## config.mk

```make
export PLATFORM = sky130hd
export DESIGN_NAME = text_encoding_detector
export DESIGN_NICKNAME = d
export VERILOG_FILES = /design/src/design/ted_pkg.sv /design/src/design/ted_step.sv /design/src/design/text_encoding_detector.sv
export SDC_FILE = /design/constraint.sdc
export NUM_CORES = 1
export LEC_CHECK = 0
export BUFFER_PORTS_ARGS = -buffer_cell sky130_fd_sc_hd__buf_2
export CAP_MARGIN = 20
export CORE_ASPECT_RATIO = 2
export CORE_MARGIN = 5
export CORE_UTILIZATION = 40
export CTS_CLUSTER_DIAMETER = 120
export DETAILED_ROUTE_END_ITERATION = 6
export PLACE_DENSITY_LB_ADDON = 0.25
export SYNTH_ARGS = -nofsm -noshare
export SYNTH_HDL_FRONTEND = slang
export SYNTH_SLANG_ARGS = --single-unit
```

## constraint.sdc

```tcl
create_clock -name aclk -period 1.9 [get_ports aclk]
set_input_delay 0.38 -clock aclk [delete_from_list [all_inputs] [get_ports aclk]]
set_output_delay 0.38 -clock aclk [all_outputs]
set_load 0.005 [all_outputs]
```

## src/design/ted_pkg.sv

```systemverilog
// Shared types, codes and a helper function for the text encoding detector.
package ted_pkg;

    // Result codes for the classification.
    typedef enum logic [2:0] {
        CLASS_ANSI     = 3'd0,
        CLASS_UTF8     = 3'd1,
        CLASS_UTF8_BOM = 3'd2,
        CLASS_UTF16_LE = 3'd3,
        CLASS_UTF16_BE = 3'd4
    } enc_class_t;

    // Byte-order marks as seen in the first two bytes.
    localparam logic [15:0] BOM_UTF16_LE = 16'hFFFE;
    localparam logic [15:0] BOM_UTF16_BE = 16'hFEFF;
    localparam logic [15:0] BOM_UTF8     = 16'hEFBB;

    // Saturation point of the byte counter.
    localparam logic [1:0] HEADER_LEN = 2'd2;

    // Per-stream tracking state.
    typedef struct packed {
        logic [2:0]  pending;
        logic        all_ascii;
        logic        broken;
        logic [15:0] header;
        logic [1:0]  seen;
    } trk_state_t;

    localparam trk_state_t TRK_RESET = '{
        pending:   3'd0,
        all_ascii: 1'b1,
        broken:    1'b0,
        header:    16'h0000,
        seen:      2'd0
    };

    // Continuation bytes that follow a lead byte; zero for an ASCII byte or a stray continuation.
    function automatic logic [2:0] lead_follow_count(input logic [7:0] b);
        logic [2:0] n;
        if (b == 8'hFC || b == 8'hFD) begin
            n = 3'd5;
        end else if (b >= 8'hF8) begin
            n = 3'd4;
        end else if (b >= 8'hF0) begin
            n = 3'd3;
        end else if (b >= 8'hE0) begin
            n = 3'd2;
        end else if (b >= 8'hC0) begin
            n = 3'd1;
        end else begin
            n = 3'd0;
        end
        return n;
    endfunction

endpackage

```

## src/design/ted_step.sv

```systemverilog
// Per-byte state update and classification of the stream seen so far.
module ted_step (
    input  ted_pkg::trk_state_t state_cur,
    input  logic [7:0]          data_byte,
    output ted_pkg::trk_state_t state_upd,
    output ted_pkg::enc_class_t enc_class
);

    logic [2:0] follow;

    assign follow = ted_pkg::lead_follow_count(data_byte);

    // Header capture and UTF-8 sequence tracking.
    always_comb begin
        state_upd = state_cur;
        if (state_cur.seen == 2'd0) begin
            state_upd.header = {data_byte, 8'h00};
            state_upd.seen   = 2'd1;
        end else if (state_cur.seen == 2'd1) begin
            state_upd.header = {state_cur.header[15:8], data_byte};
            state_upd.seen   = ted_pkg::HEADER_LEN;
        end
        if (data_byte[7]) begin
            state_upd.all_ascii = 1'b0;
        end
        if (!state_cur.broken) begin
            if (state_cur.pending == 3'd0) begin
                if (data_byte[7]) begin
                    if (follow == 3'd0) begin
                        state_upd.broken = 1'b1;
                    end else begin
                        state_upd.pending = follow;
                    end
                end
            end else begin
                if (data_byte[7:6] != 2'b10) begin
                    state_upd.broken = 1'b1;
                end else begin
                    state_upd.pending = state_cur.pending - 3'd1;
                end
            end
        end
    end

    // Classification of the updated state.
    always_comb begin
        if (state_upd.seen != ted_pkg::HEADER_LEN) begin
            enc_class = ted_pkg::CLASS_ANSI;
        end else if (state_upd.header == ted_pkg::BOM_UTF16_LE) begin
            enc_class = ted_pkg::CLASS_UTF16_LE;
        end else if (state_upd.header == ted_pkg::BOM_UTF16_BE) begin
            enc_class = ted_pkg::CLASS_UTF16_BE;
        end else if (state_upd.header == ted_pkg::BOM_UTF8) begin
            enc_class = ted_pkg::CLASS_UTF8_BOM;
        end else if (state_upd.broken || state_upd.pending != 3'd0 || state_upd.all_ascii) begin
            enc_class = ted_pkg::CLASS_ANSI;
        end else begin
            enc_class = ted_pkg::CLASS_UTF8;
        end
    end

endmodule

```

## src/design/text_encoding_detector.sv

```systemverilog
// Text encoding detector: byte stream in, one classification per stream out.
// Structure: a byte is registered at input, processed by the tracking update, and
// the result of a final byte is captured in the result register that drives m_valid.
// Throughput: one byte per cycle, but a final byte waits while an untaken result is held.
// Reset: synchronous active-low aresetn clears valids and the tracking state.
module text_encoding_detector (
    input  logic       aclk,
    input  logic       aresetn,
    input  logic       s_valid,
    output logic       s_ready,
    input  logic [7:0] s_data_byte,
    input  logic       s_end_of_text,
    output logic       m_valid,
    input  logic       m_ready,
    output logic [2:0] m_encoding_class
);

    logic                in_vld_reg;
    logic [7:0]          byte_reg;
    logic                last_reg;
    ted_pkg::trk_state_t state_reg;
    ted_pkg::trk_state_t state_next;
    ted_pkg::trk_state_t state_upd;
    ted_pkg::enc_class_t class_comb;
    logic                out_vld_reg;
    logic [2:0]          class_reg;
    logic                advance;

    // A byte moves on unless it is final and the result register is still held.
    assign advance = in_vld_reg && (!last_reg || !out_vld_reg || m_ready);
    assign s_ready = !in_vld_reg || advance;

    // Input register.
    always_ff @(posedge aclk) begin
        if (!aresetn) begin
            in_vld_reg <= 1'b0;
        end else if (s_ready) begin
            in_vld_reg <= s_valid;
        end
    end

    always_ff @(posedge aclk) begin
        if (s_valid && s_ready) begin
            byte_reg <= s_data_byte;
            last_reg <= s_end_of_text;
        end
    end

    ted_step u_step (
        .state_cur (state_reg),
        .data_byte (byte_reg),
        .state_upd (state_upd),
        .enc_class (class_comb)
    );

    // Tracking state: updated by each byte that moves on, cleared after the final byte of a stream.
    always_comb begin
        state_next = state_reg;
        if (advance) begin
            state_next = last_reg ? ted_pkg::TRK_RESET : state_upd;
        end
    end

    always_ff @(posedge aclk) begin
        if (!aresetn) begin
            state_reg <= ted_pkg::TRK_RESET;
        end else begin
            state_reg <= state_next;
        end
    end

    // Result register.
    always_ff @(posedge aclk) begin
        if (!aresetn) begin
            out_vld_reg <= 1'b0;
        end else if (advance && last_reg) begin
            out_vld_reg <= 1'b1;
        end else if (m_ready) begin
            out_vld_reg <= 1'b0;
        end
    end

    always_ff @(posedge aclk) begin
        if (advance && last_reg) begin
            class_reg <= class_comb;
        end
    end

    assign m_valid          = out_vld_reg;
    assign m_encoding_class = class_reg;

    // A final byte never overwrites a result that has not been taken.
    a_no_overwrite: assert property (@(posedge aclk) disable iff (!aresetn)
        (advance && last_reg) |-> (!out_vld_reg || m_ready))
        else $error("result overwritten before transaction completed");

    // The stream state starts over after a final byte.
    a_state_cleared: assert property (@(posedge aclk) disable iff (!aresetn)
        (advance && last_reg) |=> (state_reg.seen == 2'd0 && state_reg.pending == 3'd0))
        else $error("tracking state not cleared after end of text");

    // Pending continuation count never exceeds the longest sequence.
    a_pending_range: assert property (@(posedge aclk) disable iff (!aresetn)
        state_reg.pending <= 3'd5)
        else $error("pending continuation count out of range");

    // A held result keeps a defined class code.
    a_class_range: assert property (@(posedge aclk) disable iff (!aresetn)
        m_valid |-> (m_encoding_class <= 3'd4))
        else $error("result class out of range");

endmodule
```

==> metrics.txt <==
outcome=finished clean; top cell type by total area after synthesis=sky130_fd_sc_hd__dfxtp_1; detailed-router iteration count before antenna repair=4; antenna violations before repair=0; Critical Path Max Stage Delay=0.36 ns; share of layout cells above drive strength 1=0.241; GRT Total Usage=0.148; kind of path behind the tightest hold check=primary input to register; Post-CTS Setup Bufs=0; worst hold path stage count=1; category of the worst setup path capture point=register; core box area=4340 sq um; clock buffers created by TritonCTS=5; buffers and inverters on the worst path=2; final setup skew=0.00502 ns; arrival time of data at the critical path endpoint=1.97 ns; number of buffers added on ports=17; worst IR drop on VDD=0.000763 V; leakage power summed over all cells=0.814 nW; synthesized area=1800 sq um; total vias in the final route=1,480; r2r worst-path depth=8; startpoint type of the worst setup path=register; Worst-Margin Slew=0.418 ns; Finish-stage setup viols=0; critical path class=register to register; Max-slew headroom=0.721; DIE AREA=6020 sq um; worst-skew pair later-pin latency=0.29 ns; CP Cell Sequence=inv_1 -> ha_2 -> buf_4 -> mux2i_1 -> nor3_2 -> nand2_1 -> or3_1 -> o31ai_1; routed wire length=4120 um; Sequential cell area=863 sq um; library cell with the highest instance count after synthesis=sky130_fd_sc_hd__nor2_1; ant diodes=0; Initial Util=0.415; Sinks on Clock Net=37; Congestion Overflow GR=0; Worst Setup Slack, final=0.0521 ns; root buffer cell=sky130_fd_sc_hd__clkbuf_8; Critical Path Slowest Stage Cell=sky130_fd_sc_hd__dfxtp_2; largest net degree at the start of global routing=25; final core area utilization=0.495; number of I/O pins=18; critical path data required time=2.03 ns; 1st-iter DRT viols=33; power density over cell area=789 nW/um^2; number of different library cells in the post-synthesis netlist=45; remaining antenna violation count=0; Avg Synthesized Cell Area=9.47 sq um; dpl ws=0.0217 ns; launching point of the worst reg2reg path=state_reg[0]; count of H-tree levels built during CTS=2; final-report hold violation count=0; hold-fix buffers at CTS=0; Worst Path Max Fanout=4; clock input transition at the sequential cells of the worst setup and hold paths=0.08 ns; portion of the post-synthesis area used by sequential elements=0.478; filler cell count in the final layout=422; post-synthesis register bit count=37; final net count=236; async set or reset register ratio after synthesis=0; TritonCTS clock tree=done; part of the cycle the worst path needs=0.973; final number of max-transition violations=0; vias in the first global route=1,505; Final HPWL DP=3110 um; final weighted congestion in routability-driven placement=0.838; number of placed instances, taps included=267; number of standard cells after synthesis=190; leading post-synthesis cells by cell area=sky130_fd_sc_hd__dfxtp_1 28%, sky130_fd_sc_hd__edfxtp_1 20%, sky130_fd_sc_hd__a22oi_1 6.7%, sky130_fd_sc_hd__nor2_1 5.8%, sky130_fd_sc_hd__mux2i_1 3.3%; Fmax=0.541 GHz; final non-filler cell total=274; r2r endpoint=m_encoding_class[0]; setup slack of the most critical reg-to-reg path=0.05 ns; endpoint with the worst hold slack=last_reg; vertical die dimension=105 um; Die Width=57.4 um; share of the synthesized area in the top cell type=0.278; category of cells accounting for the largest share of critical-path delay=simple AND/OR/NAND/NOR gates; standard-cell row count=34; hold_sp=s_end_of_text; top cells by count, synth=28 x sky130_fd_sc_hd__nor2_1, 25 x sky130_fd_sc_hd__dfxtp_1, 16 x sky130_fd_sc_hd__a22oi_1; max FFs per register=23; Area growth syn-to-layout=19.5%; synthesized net count=207; number of remaining DRC errors=0; Max-Cap Viols=0; Syn. warnings=0; Most used DFF post-synth=sky130_fd_sc_hd__dfxtp_1; shortest period the worst path allows=1.85 ns; deepest clock path buffer count=2; global-route wire length before repair=6880 um; number of flops mapped to enable cells by yosys=12; drt wl/cell=15.0 um; combined area of the multi-input logic cells=880 sq um; Sum Neg Setup Slack=0 ns; number of vias per cell after detailed routing=5.40
## layer usage
metal	wire [um]	vias to the layer above	GRT usage
met3	130	15	0.0309
met5	0	-	0
li1	-	747	-
met2	2290	31	0.273
met1	1500	687	0.145
met4	196	0	0.0796
## worst register-to-register path: cells and delay by family (launching register included)
kind                     cells  cell delay, ns
AO/OA/AOI/OAI                1            0.07
adder cells (fa/ha/maj)      1            0.20
buffers and inverters        2            0.21
flip-flops                   1            0.36
multiplexers                 1            0.13
AND/OR/NAND/NOR              3            0.71
## area by class of cell
cell class | count | share of cell area
clock inverters | 2 | 0.0180
inverters | 10 | 0.0175
clock buffers | 6 | 0.0338
flip-flops and latches | 37 | 0.402
well taps | 54 | 0.0314
multi-input cells | 134 | 0.409
repair buffers | 31 | 0.0885
## cell families (layout without fill, tap and decap cells)
family / after synthesis / after routing / share of synthesized area
flip-flops: 37 / 37 / 0.478
adder cells (fa/ha/maj): 4 / 4 / 0.0278
multiplexers: 7 / 7 / 0.0396
AO/OA/AOI/OAI: 42 / 42 / 0.164
buffers and inverters: 19 / 49 / 0.0528
AND/OR/NAND/NOR: 81 / 81 / 0.237
## cell usage in the layout (no fill, tap or decap), drive strengths merged, types with 6 or more instances in the layout
master,synthesis,layout
nand2,13,13
mux2i,6,6
nor2,28,28
a22oi,16,16
dfxtp,25,25
clkbuf,3,6
edfxtp,12,12
buf,6,31
nand3,6,6
inv,10,10
a21oi,9,9
## how the worst max path moves through the flow
stage / from / end / slack (ns) / depth (start not counted)
finish: state_reg[0] / m_encoding_class[0] / 0.05 / 8
global route: state_reg[0] / m_encoding_class[0] / -0.004 / 8
CTS: state_reg[0] / m_encoding_class[0] / 0.02 / 7
detailed placement: state_reg[1] / m_encoding_class[0] / 0.02 / 8
global placement: state_reg[1] / m_encoding_class[0] / 0.06 / 8
floorplan: state_reg[0] / m_encoding_class[0] / 0.13 / 8
## stage by stage
| step | hold slack, ns | cell area, sq um | power [mW] |
|---|---|---|---|
| after floorplan | 0.436 | 1800 | 0.969 |
| after global placement | 0.449 | 2010 | 1.03 |
| after detailed placement | 0.456 | 2010 | 1.03 |
| after CTS | 0.255 | 2120 | 1.70 |
| after global routing | 0.248 | 2150 | 1.77 |
| final | 0.257 | 2150 | 1.70 |
## power breakdown
part / internal [mW] / switching (mW)
clock network: 0.394 / 0.288
registers: 0.840 / 0.0269
logic: 0.0669 / 0.0802
## what timing repair did
action | 4_1_cts | 5_1_grt
pin swaps | 0 | 5
resized for setup | 1 | 10
setup endpoints to repair | 1 | 2
cloned | 0 | 0
No activity file was read; power rests on OpenSTA's default activity.
